<file path="src/rtl/assert_macros.svh">
// Assertion macros for the RTL of the word speller, used by integer_to_english_words.
// Needs clk_i and rst_ni in the scope where a macro is used.
`ifndef ASSERT_MACROS_SVH
`define ASSERT_MACROS_SVH

// Checks a property on every rising clock edge, off while reset is asserted.
`define I2EW_ASSERT(lbl, prop, msg) \
  lbl: assert property (@(posedge clk_i) disable iff (!rst_ni) (prop)) else $error(msg);

// Checks that a condition never holds.
`define I2EW_ASSERT_NEVER(lbl, cond, msg) \
  `I2EW_ASSERT(lbl, !(cond), msg)

`endif

</file>
<file path="src/rtl/i2ew_pkg.sv">
// Types, word codes and the microcode program of the integer-to-words speller.
// No dependencies; used by i2ew_bcd, i2ew_seq and integer_to_english_words.
package i2ew_pkg;

  localparam int unsigned ValueWidth = 31;
  localparam int unsigned CodeWidth  = 5;
  localparam int unsigned NumDigits  = 10;
  localparam int unsigned BcdWidth   = 4 * NumDigits;
  localparam int unsigned PcWidth    = 3;
  localparam int unsigned GroupWidth = 2;

  localparam logic [CodeWidth-1:0] CodeTeenBase = 5'd9;
  localparam logic [CodeWidth-1:0] CodeTensBase = 5'd17;
  localparam logic [CodeWidth-1:0] CodeHundred  = 5'd27;
  localparam logic [CodeWidth-1:0] CodeThousand = 5'd28;
  localparam logic [CodeWidth-1:0] CodeMillion  = 5'd29;
  localparam logic [CodeWidth-1:0] CodeBillion  = 5'd30;
  localparam logic [CodeWidth-1:0] CodeZero     = 5'd31;

  // Program addresses.
  localparam logic [PcWidth-1:0] StepZero   = 3'd0;
  localparam logic [PcWidth-1:0] StepHund   = 3'd1;
  localparam logic [PcWidth-1:0] StepHWord  = 3'd2;
  localparam logic [PcWidth-1:0] StepTeen   = 3'd3;
  localparam logic [PcWidth-1:0] StepTens   = 3'd4;
  localparam logic [PcWidth-1:0] StepUnit   = 3'd5;
  localparam logic [PcWidth-1:0] StepScale  = 3'd6;

  localparam logic [GroupWidth-1:0] TopGroup = 2'd3;

  // Condition under which a step emits a word.
  typedef enum logic [2:0] {
    C_NEVER, C_IN_ZERO, C_H_NZ, C_T_ONE, C_T_GE2, C_UNIT, C_SCALE
  } cond_e;

  // Where the emitted word code comes from.
  typedef enum logic [2:0] {
    SRC_ZERO, SRC_H_M1, SRC_HUNDRED, SRC_TEEN, SRC_TENS, SRC_U_M1, SRC_SCALE
  } src_e;

  // When the emitted word is the final one of the value.
  typedef enum logic [2:0] {
    TL_NONE, TL_ALWAYS, TL_TU_ZERO, TL_U_ZERO, TL_GROUP_END, TL_FINAL
  } tail_e;

  typedef enum logic [1:0] {
    J_NEXT, J_END_IF_ZERO, J_LOOP, J_END
  } jmp_e;

  typedef struct packed {
    cond_e cond;
    src_e  src;
    tail_e tail;
    jmp_e  jmp;
  } ctrl_t;

  typedef struct packed {
    logic                 busy;
    logic                 emit;
    logic [CodeWidth-1:0] code;
    logic                 last;
  } seq_out_t;

  // The program: one pass over a three-digit group, looped from the top group down.
  function automatic ctrl_t ucode_rom(input logic [PcWidth-1:0] pc);
    ctrl_t c;
    case (pc)
      StepZero:  c = '{cond: C_IN_ZERO, src: SRC_ZERO,    tail: TL_FINAL,     jmp: J_END_IF_ZERO};
      StepHund:  c = '{cond: C_H_NZ,    src: SRC_H_M1,    tail: TL_NONE,      jmp: J_NEXT};
      StepHWord: c = '{cond: C_H_NZ,    src: SRC_HUNDRED, tail: TL_TU_ZERO,   jmp: J_NEXT};
      StepTeen:  c = '{cond: C_T_ONE,   src: SRC_TEEN,    tail: TL_ALWAYS,    jmp: J_NEXT};
      StepTens:  c = '{cond: C_T_GE2,   src: SRC_TENS,    tail: TL_U_ZERO,    jmp: J_NEXT};
      StepUnit:  c = '{cond: C_UNIT,    src: SRC_U_M1,    tail: TL_ALWAYS,    jmp: J_NEXT};
      StepScale: c = '{cond: C_SCALE,   src: SRC_SCALE,   tail: TL_GROUP_END, jmp: J_LOOP};
      default:   c = '{cond: C_NEVER,   src: SRC_ZERO,    tail: TL_NONE,      jmp: J_END};
    endcase
    return c;
  endfunction

endpackage

</file>
<file path="src/rtl/i2ew_bcd.sv">
// Binary to BCD converter, shift-and-add-three, one input bit per cycle.
// Depends on i2ew_pkg.
module i2ew_bcd (
  input  logic                               clk_i,
  input  logic                               rst_ni,
  input  logic                               start_i,
  input  logic [i2ew_pkg::ValueWidth-1:0]    value_i,
  output logic                               busy_o,
  output logic                               done_o,
  output logic [i2ew_pkg::BcdWidth-1:0]      digits_o
);
  import i2ew_pkg::*;

  localparam logic [4:0] LastCount = 5'(ValueWidth - 1);

  logic                  busy_q, busy_d;
  logic [4:0]            cnt_q, cnt_d;
  logic [ValueWidth-1:0] shift_q, shift_d;
  logic [BcdWidth-1:0]   bcd_q, bcd_d;
  logic [BcdWidth-1:0]   adj;

  always_comb begin
    adj = bcd_q;
    for (int i = 0; i < NumDigits; i++) begin
      if (bcd_q[4*i +: 4] >= 4'd5) begin
        adj[4*i +: 4] = bcd_q[4*i +: 4] + 4'd3;
      end
    end
  end

  always_comb begin
    busy_d  = busy_q;
    cnt_d   = cnt_q;
    shift_d = shift_q;
    bcd_d   = bcd_q;
    if (start_i) begin
      busy_d  = 1'b1;
      cnt_d   = '0;
      shift_d = value_i;
      bcd_d   = '0;
    end else if (busy_q) begin
      bcd_d   = {adj[BcdWidth-2:0], shift_q[ValueWidth-1]};
      shift_d = {shift_q[ValueWidth-2:0], 1'b0};
      cnt_d   = cnt_q + 5'd1;
      if (cnt_q == LastCount) begin
        busy_d = 1'b0;
      end
    end
  end

  always_ff @(posedge clk_i or negedge rst_ni) begin
    if (!rst_ni) begin
      busy_q <= 1'b0;
      cnt_q  <= '0;
    end else begin
      busy_q <= busy_d;
      cnt_q  <= cnt_d;
    end
  end

  always_ff @(posedge clk_i) begin
    shift_q <= shift_d;
    bcd_q   <= bcd_d;
  end

  assign busy_o   = busy_q;
  assign done_o   = busy_q && (cnt_q == LastCount);
  assign digits_o = bcd_q;

endmodule

</file>
<file path="src/rtl/i2ew_seq.sv">
// Microcoded word sequencer: program counter, group counter and the digit datapath.
// Depends on i2ew_pkg (program table, word codes, status struct).
module i2ew_seq (
  input  logic                          clk_i,
  input  logic                          rst_ni,
  input  logic                          start_i,
  input  logic                          go_i,
  input  logic [i2ew_pkg::BcdWidth-1:0] digits_i,
  output i2ew_pkg::seq_out_t            seq_o
);
  import i2ew_pkg::*;

  logic                  busy_q, busy_d;
  logic [PcWidth-1:0]    pc_q, pc_d;
  logic [GroupWidth-1:0] grp_q, grp_d;

  ctrl_t                 ctrl;
  logic [3:0]            hd, td, ud;
  logic                  lower_zero, in_zero, grp_nz, cond_w, tail_w, stall;
  logic [CodeWidth-1:0]  scale_code, code_w;

  assign ctrl = ucode_rom(pc_q);

  // Digits of the current group; the billions group has only its units digit.
  always_comb begin
    case (grp_q)
      2'd0: begin
        hd = digits_i[11:8];  td = digits_i[7:4];   ud = digits_i[3:0];
        lower_zero = 1'b1;
        scale_code = CodeZero;
      end
      2'd1: begin
        hd = digits_i[23:20]; td = digits_i[19:16]; ud = digits_i[15:12];
        lower_zero = (digits_i[11:0] == '0);
        scale_code = CodeThousand;
      end
      2'd2: begin
        hd = digits_i[35:32]; td = digits_i[31:28]; ud = digits_i[27:24];
        lower_zero = (digits_i[23:0] == '0);
        scale_code = CodeMillion;
      end
      default: begin
        hd = 4'd0;            td = 4'd0;            ud = digits_i[39:36];
        lower_zero = (digits_i[35:0] == '0);
        scale_code = CodeBillion;
      end
    endcase
  end

  assign in_zero = (digits_i == '0);
  assign grp_nz  = (hd != 4'd0) || (td != 4'd0) || (ud != 4'd0);

  always_comb begin
    case (ctrl.cond)
      C_IN_ZERO: cond_w = in_zero;
      C_H_NZ:    cond_w = (hd != 4'd0);
      C_T_ONE:   cond_w = (td == 4'd1);
      C_T_GE2:   cond_w = (td >= 4'd2);
      C_UNIT:    cond_w = (td != 4'd1) && (ud != 4'd0);
      C_SCALE:   cond_w = (grp_q != 2'd0) && grp_nz;
      default:   cond_w = 1'b0;
    endcase
  end

  always_comb begin
    case (ctrl.src)
      SRC_H_M1:    code_w = {1'b0, hd} - 5'd1;
      SRC_HUNDRED: code_w = CodeHundred;
      SRC_TEEN:    code_w = CodeTeenBase + {1'b0, ud};
      SRC_TENS:    code_w = CodeTensBase + {1'b0, td};
      SRC_U_M1:    code_w = {1'b0, ud} - 5'd1;
      SRC_SCALE:   code_w = scale_code;
      default:     code_w = CodeZero;
    endcase
  end

  // A word inside a group can only be final in the lowest group, since any
  // higher non-zero group is followed by its scale word.
  always_comb begin
    case (ctrl.tail)
      TL_ALWAYS:    tail_w = (grp_q == 2'd0);
      TL_TU_ZERO:   tail_w = (grp_q == 2'd0) && (td == 4'd0) && (ud == 4'd0);
      TL_U_ZERO:    tail_w = (grp_q == 2'd0) && (ud == 4'd0);
      TL_GROUP_END: tail_w = lower_zero;
      TL_FINAL:     tail_w = 1'b1;
      default:      tail_w = 1'b0;
    endcase
  end

  assign stall = cond_w && !go_i;

  always_comb begin
    busy_d = busy_q;
    pc_d   = pc_q;
    grp_d  = grp_q;
    if (start_i) begin
      busy_d = 1'b1;
      pc_d   = StepZero;
      grp_d  = TopGroup;
    end else if (busy_q && !stall) begin
      case (ctrl.jmp)
        J_NEXT: pc_d = pc_q + 3'd1;
        J_END_IF_ZERO: begin
          if (in_zero) begin
            busy_d = 1'b0;
          end else begin
            pc_d = pc_q + 3'd1;
          end
        end
        J_LOOP: begin
          if (grp_q == 2'd0) begin
            busy_d = 1'b0;
          end else begin
            grp_d = grp_q - 2'd1;
            pc_d  = StepHund;
          end
        end
        default: busy_d = 1'b0;
      endcase
    end
  end

  always_ff @(posedge clk_i or negedge rst_ni) begin
    if (!rst_ni) begin
      busy_q <= 1'b0;
      pc_q   <= StepZero;
      grp_q  <= TopGroup;
    end else begin
      busy_q <= busy_d;
      pc_q   <= pc_d;
      grp_q  <= grp_d;
    end
  end

  assign seq_o.busy = busy_q;
  assign seq_o.emit = busy_q && cond_w && go_i;
  assign seq_o.code = code_w;
  assign seq_o.last = tail_w;

endmodule

</file>
<file path="src/rtl/integer_to_english_words.sv">
// Spells a 31-bit value as English word tokens, highest group first.
// The first word is registered after the binary-to-BCD conversion and the sequencer start.
// One value at a time: a new value is taken only after the sequencer has finished the
// last one. Output stalls hold the sequencer.
// Reset: asynchronous, active low; clears the control state and the output valid.
// Uses i2ew_pkg, i2ew_bcd, i2ew_seq and assert_macros.svh.
`include "assert_macros.svh"

module integer_to_english_words (
  input  logic                                clk_i,
  input  logic                                rst_ni,
  input  logic                                in_valid_i,
  output logic                                in_ready_o,
  input  logic [i2ew_pkg::ValueWidth-1:0]     value_i,
  output logic                                out_valid_o,
  input  logic                                out_ready_i,
  output logic [i2ew_pkg::CodeWidth-1:0]      word_code_o,
  output logic                                last_word_o
);
  import i2ew_pkg::*;

  typedef enum logic [1:0] {ST_IDLE, ST_CONV, ST_RUN} state_e;

  state_e               state_q;
  logic                 out_valid_q;
  logic [CodeWidth-1:0] word_code_q;
  logic                 last_word_q;

  logic                 in_xfer, bcd_busy, bcd_done, slot_free;
  logic [BcdWidth-1:0]  digits;
  seq_out_t             seq_out;

  assign in_ready_o = (state_q == ST_IDLE);
  assign in_xfer    = in_valid_i && in_ready_o;
  // The output register can take a word if it is empty or drains this cycle.
  assign slot_free  = !out_valid_q || out_ready_i;

  i2ew_bcd u_bcd (
    .clk_i    (clk_i),
    .rst_ni   (rst_ni),
    .start_i  (in_xfer),
    .value_i  (value_i),
    .busy_o   (bcd_busy),
    .done_o   (bcd_done),
    .digits_o (digits)
  );

  i2ew_seq u_seq (
    .clk_i    (clk_i),
    .rst_ni   (rst_ni),
    .start_i  (bcd_done),
    .go_i     (slot_free),
    .digits_i (digits),
    .seq_o    (seq_out)
  );

  always_ff @(posedge clk_i or negedge rst_ni) begin
    if (!rst_ni) begin
      state_q     <= ST_IDLE;
      out_valid_q <= 1'b0;
      word_code_q <= '0;
      last_word_q <= 1'b0;
    end else begin
      case (state_q)
        ST_IDLE: if (in_xfer)        state_q <= ST_CONV;
        ST_CONV: if (bcd_done)       state_q <= ST_RUN;
        ST_RUN:  if (!seq_out.busy)  state_q <= ST_IDLE;
        default:                     state_q <= ST_IDLE;
      endcase
      if (seq_out.emit) begin
        out_valid_q <= 1'b1;
        word_code_q <= seq_out.code;
        last_word_q <= seq_out.last;
      end else if (out_ready_i) begin
        out_valid_q <= 1'b0;
      end
    end
  end

  assign out_valid_o = out_valid_q;
  assign word_code_o = word_code_q;
  assign last_word_o = last_word_q;

  `I2EW_ASSERT_NEVER(a_conv_run_overlap, bcd_busy && seq_out.busy, "converter and sequencer both busy")
  `I2EW_ASSERT(a_emit_into_free_slot, seq_out.emit |-> slot_free, "word emitted into a full output register")
  `I2EW_ASSERT(a_idle_quiet, (state_q == ST_IDLE) |-> !seq_out.busy, "sequencer busy while idle")
  `I2EW_ASSERT(a_last_ends_run, (seq_out.emit && seq_out.last) |=> !seq_out.emit, "a word follows the final word")

endmodule
</file>
<file path="config.mk">
export PLATFORM = sky130hd
export DESIGN_NAME = integer_to_english_words
export DESIGN_NICKNAME = d
export VERILOG_FILES = /design/src/rtl/i2ew_pkg.sv /design/src/rtl/i2ew_bcd.sv /design/src/rtl/i2ew_seq.sv /design/src/rtl/integer_to_english_words.sv
export VERILOG_INCLUDE_DIRS = /design/src /design/src/rtl
export SDC_FILE = /design/constraint.sdc
export NUM_CORES = 1
export LEC_CHECK = 0
export ABC_AREA = 1
export BUFFER_PORTS_ARGS = -buffer_cell sky130_fd_sc_hd__buf_2
export CORE_UTILIZATION = 61
export DETAILED_ROUTE_END_ITERATION = 7
export GPL_TIMING_DRIVEN = 0
export HOLD_SLACK_MARGIN = 0.05
export PLACE_DENSITY = 0.85
export RECOVER_POWER = 100
export SETUP_SLACK_MARGIN = 0.02
export SYNTH_ARGS = -nofsm -noshare
export SYNTH_HDL_FRONTEND = slang
export SYNTH_HIERARCHICAL = 1
export SYNTH_SLANG_ARGS = --single-unit
</file>
<file path="constraint.sdc">
create_clock -name clk_i -period 3.2 [get_ports clk_i]
set_clock_uncertainty 0.05 [all_clocks]
set_input_delay 0.16 -clock clk_i [delete_from_list [all_inputs] [get_ports clk_i]]
set_output_delay 0.16 -clock clk_i [all_outputs]
set_load 0.03 [all_outputs]
</file>
==> results.py <==
metrics = {
    "placed_design": {
        "place.detailed.instances": 959,
        "placed_cell_area_um2": 6050,
        "place_ws_ns": 0.0922,
        "post_detail_place_hpwl_um": 10500,
        "place_congestion": 0.893,
        "io_buffers": 42,
    },
    "cts": {
        "max-clock-path-buffers": 2,
        "cts_tree": "built",
        "cts_buffers": 9,
        "clk_transition_reported_paths_ns": 0.11,
        "clk-insertion-delay-late_ns": 0.38,
        "post_cts.repair.setup_buffers": 0,
        "clock_sink_count": 92,
        "clock-root-buffer": "clkbuf_8",
        "h-tree-depth": 3,
    },
    "synthesis": {
        "synth_seq_area_share_pct": 39.6,
        "dominantRegCellSynth": "dfxtp_1",
        "syn-mean-instance-area_um2": 7.05,
        "postSynthNetCount": 879,
        "syn_inst": 809,
        "synth.cell_area_um2": 5710,
        "asyncSetResetFlopFracSynth_pct": 22.8,
        "synth_warn": 6,
        "count_of_flip_flops_with_a_built_in_enable_after_synthesis": 31,
        "postSynthRegisterBits": 92,
        "yosys.cell_types.count": 40,
    },
    "sta": {
        "setup-tns-final_ns": 0,
        "max_slew_margin_pct": 15.1,
        "tightest_slew_ns": 1.27,
        "post-route-worst-setup-slack_ns": 0.275,
        "min_period_over_period_pct": 91.4,
        "fmax_mhz": 342,
        "finalHoldWorstSlack_ns": 0.426,
        "finalWorstPathRequiredPeriod_ns": 2.92,
        "setup_repair_after_global_routing_missed_its_margin": "false",
        "finalHoldViolCount": 0,
        "timing.final.setup_violations": 0,
        "maxSlewViolCount": 0,
    },
    "final_layout": {
        "final_common_cell": "nand2_1",
        "nNetsFinal": 966,
        "area_growth_pct": 15.4,
        "fillerInstances": 701,
        "instances_no_fill": 1010,
        "post-route-cell-area_um2": 6580,
        "drive_above_1_share_pct": 9.66,
        "utilization_after_layout_pct": 74.0,
        "layout.cells.most_common_list": "nand2_1 (324), nand3_1 (90), inv_1 (78)",
    },
    "worst_setup_path": {
        "slowest_stage": "dfstp_2",
        "cp_cell_sequence": "inv_1 > ha_1 > buf_4 > nand2_1 > nand3_1 > nand2_1 > inv_1 > ha_1 > nand3_1 > nand2_1 > nor2_1 > nor2_4 > nand3_2 > nand2_1 > nor2_4 > inv_2 > nand2_1 > nand2_1",
        "cpPeakStageDelay_ns": 0.57,
        "cp.arrival_ns": 3.13,
        "critical_path.most_common_cell": "nand2_1",
        "timing.setup.critical_path_class": "reg2reg",
        "cp_num_buf_inv": 4,
        "worst_setup_sp_type": "register",
        "worstSetupEndpointType": "register",
        "cp_max_fo": 10,
        "required_ns": 3.41,
        "timing.critical_path.max_delay_family": "simple AND/OR/NAND/NOR gates",
    },
    "floorplanning": {
        "fp.dieH_um": 98.7,
        "core_area_um2": 8890,
        "die_width_um": 98.7,
        "initial_utilization_pct": 64.2,
        "ioPinCount": 43,
        "placementRows": 34,
        "dieArea_um2": 9740,
    },
    "routing": {
        "route.vias.total": 5841,
        "total_wire_length_after_detailed_routing_um": 15900,
        "post_drt_via_cell_ratio": 5.78,
        "drt-wirelength-per-cell_um": 15.7,
        "drtAntennaViolNets": 0,
        "drt-initial-drc-count": 487,
        "drc": 0,
        "dr.pass1.iters": 5,
    },
    "global_route": {
        "grtUsageMet1_pct": 42.3,
        "global_route.overflow_total": 0,
        "groute.usage.overall_pct": 34.3,
        "first_pass_grt_wire_length_um": 26200,
        "grt_pass1_vias": 5490,
        "antenna_violations_before_repair": 0,
        "grt_max_degree": 33,
        "gr-usage-met3_pct": 5.96,
        "global_route.peak_usage_layer": "met2",
        "met2_usage_pct": 57.9,
    },
    "hold_path": {
        "hold_class": "reg2reg",
    },
    "power_and_ir_drop": {
        "power_leakage_nw": 3.38,
        "totalPowerFinal_mw": 6.55,
        "pwr_density_nw_per_um2": 996,
        "peakVddDrop_uv": 480,
    },
    "flow_run": {
        "maxCapViolations": 0,
    },
    "run_status": {
        "outcome": "finished clean",
    },
}
cell usage after synthesis (3+ instances only):
master	instances	area share [%]
o21ai_0	42	3.7
inv_2	5	0.33
nor2_1	41	2.7
o21ai_1	16	1.4
edfxtp_1	31	16
nand2_1	322	21
or2_2	4	0.44
o211ai_1	3	0.39
nand4_1	10	1.1
dfxtp_1	40	14
a21oi_1	11	0.96
nor3_1	5	0.44
nand2_2	7	0.77
buf_4	7	0.92
ha_1	34	7.5
inv_1	78	5.1
buf_2	11	0.96
dfrtp_1	19	8.3
nor2_2	3	0.33
nand3_1	90	7.9
per-layer routing:
layer | wire, um | share of wire (%)
met5 | 0 | 0
met4 | 612 | 3.9
met3 | 1120 | 7.1
met2 | 7770 | 49
met1 | 6370 | 40
cells by family (layout without fill, tap and decap cells):
| family | count (synthesis) | in the layout | synth area share (%) |
|---|---|---|---|
| adders and majority gates | 35 | 35 | 7.81 |
| DFF | 92 | 92 | 39.6 |
| AOI/OAI and AO/OA | 82 | 82 | 7.87 |
| other | 0 | 1 | 0 |
| and+or+nand+nor | 490 | 490 | 36.2 |
| buffers and inverters | 108 | 200 | 8.16 |
| xor gates and xnor gates | 2 | 2 | 0.307 |
where the power goes:
part	leakage [nW]	switching (mW)	total, mW	internal, mW
sequential	0.915	0.433	2.27	1.83
clock	0.115	0.487	0.917	0.430
combinational	2.35	2.25	3.37	1.12
total	3.38	3.17	6.55	3.39
area by class of cell:
class,instances,area [um^2],area share [%]
clock buffer,10,149,2.26
antenna,1,2.50,0.0380
inverter,85,323,4.90
clock inverter,6,85.1,1.29
multi-input combinational,609,2970,45.2
sequential,92,2260,34.3
tap,108,135,2.05
timing repair buffer,76,539,8.19
buffer,23,116,1.77
what timing repair did:
action                                 CTS  global route
resized for setup                        0             2
setup endpoints to repair                0             7
endpoints found under the hold margin   54             0
hold buffers                            34             0
path summary, 6_finish.rpt:
path / from / to / slack [ns] / depth (start not counted)
min in group asynchronous: rst_ni / u_bcd/busy_o$_DFF_PN0_ / 0.44 / 2
max: u_seq/grp_q[0]$_DFFE_PN1P_ / last_word_o$_DFFE_PN0P_ / 0.28 / 18
max in group asynchronous: rst_ni / u_bcd/cnt_q[2]$_DFFE_PN0P_ / 1.99 / 2
min reg2reg: u_bcd/shift_q[30]$_DFFE_PP_ / u_bcd/digits_o[0]$_SDFFE_PP0P_ / 0.43 / 2
min: u_bcd/shift_q[30]$_DFFE_PP_ / u_bcd/digits_o[0]$_SDFFE_PP0P_ / 0.43 / 2
max reg2reg: u_seq/grp_q[0]$_DFFE_PN1P_ / last_word_o$_DFFE_PN0P_ / 0.28 / 18
flip-flops by register name (all words and copies together), names as in the netlist:
| name | cells |
|---|---|
| u_bcd/digits_o | 40 |
| u_bcd/shift_q | 31 |
| u_bcd/cnt_q | 5 |
| word_code_o | 5 |
| u_seq/pc_q | 3 |
| state_q | 2 |
| u_seq/grp_q | 2 |
| last_word_o | 1 |
| out_valid_o | 1 |
| u_bcd/busy_o | 1 |
| u_seq/busy_q | 1 |
worst reg2reg max path, delay by kind of cell, from the launching register on:
family / cells / cell delay [ns]
adder cells (fa/ha/maj): 2 / 0.50
buffers and inverters: 4 / 0.49
AND/OR/NAND/NOR: 12 / 1.23
flip-flops: 1 / 0.57
Power figures use the tool's default switching activity.
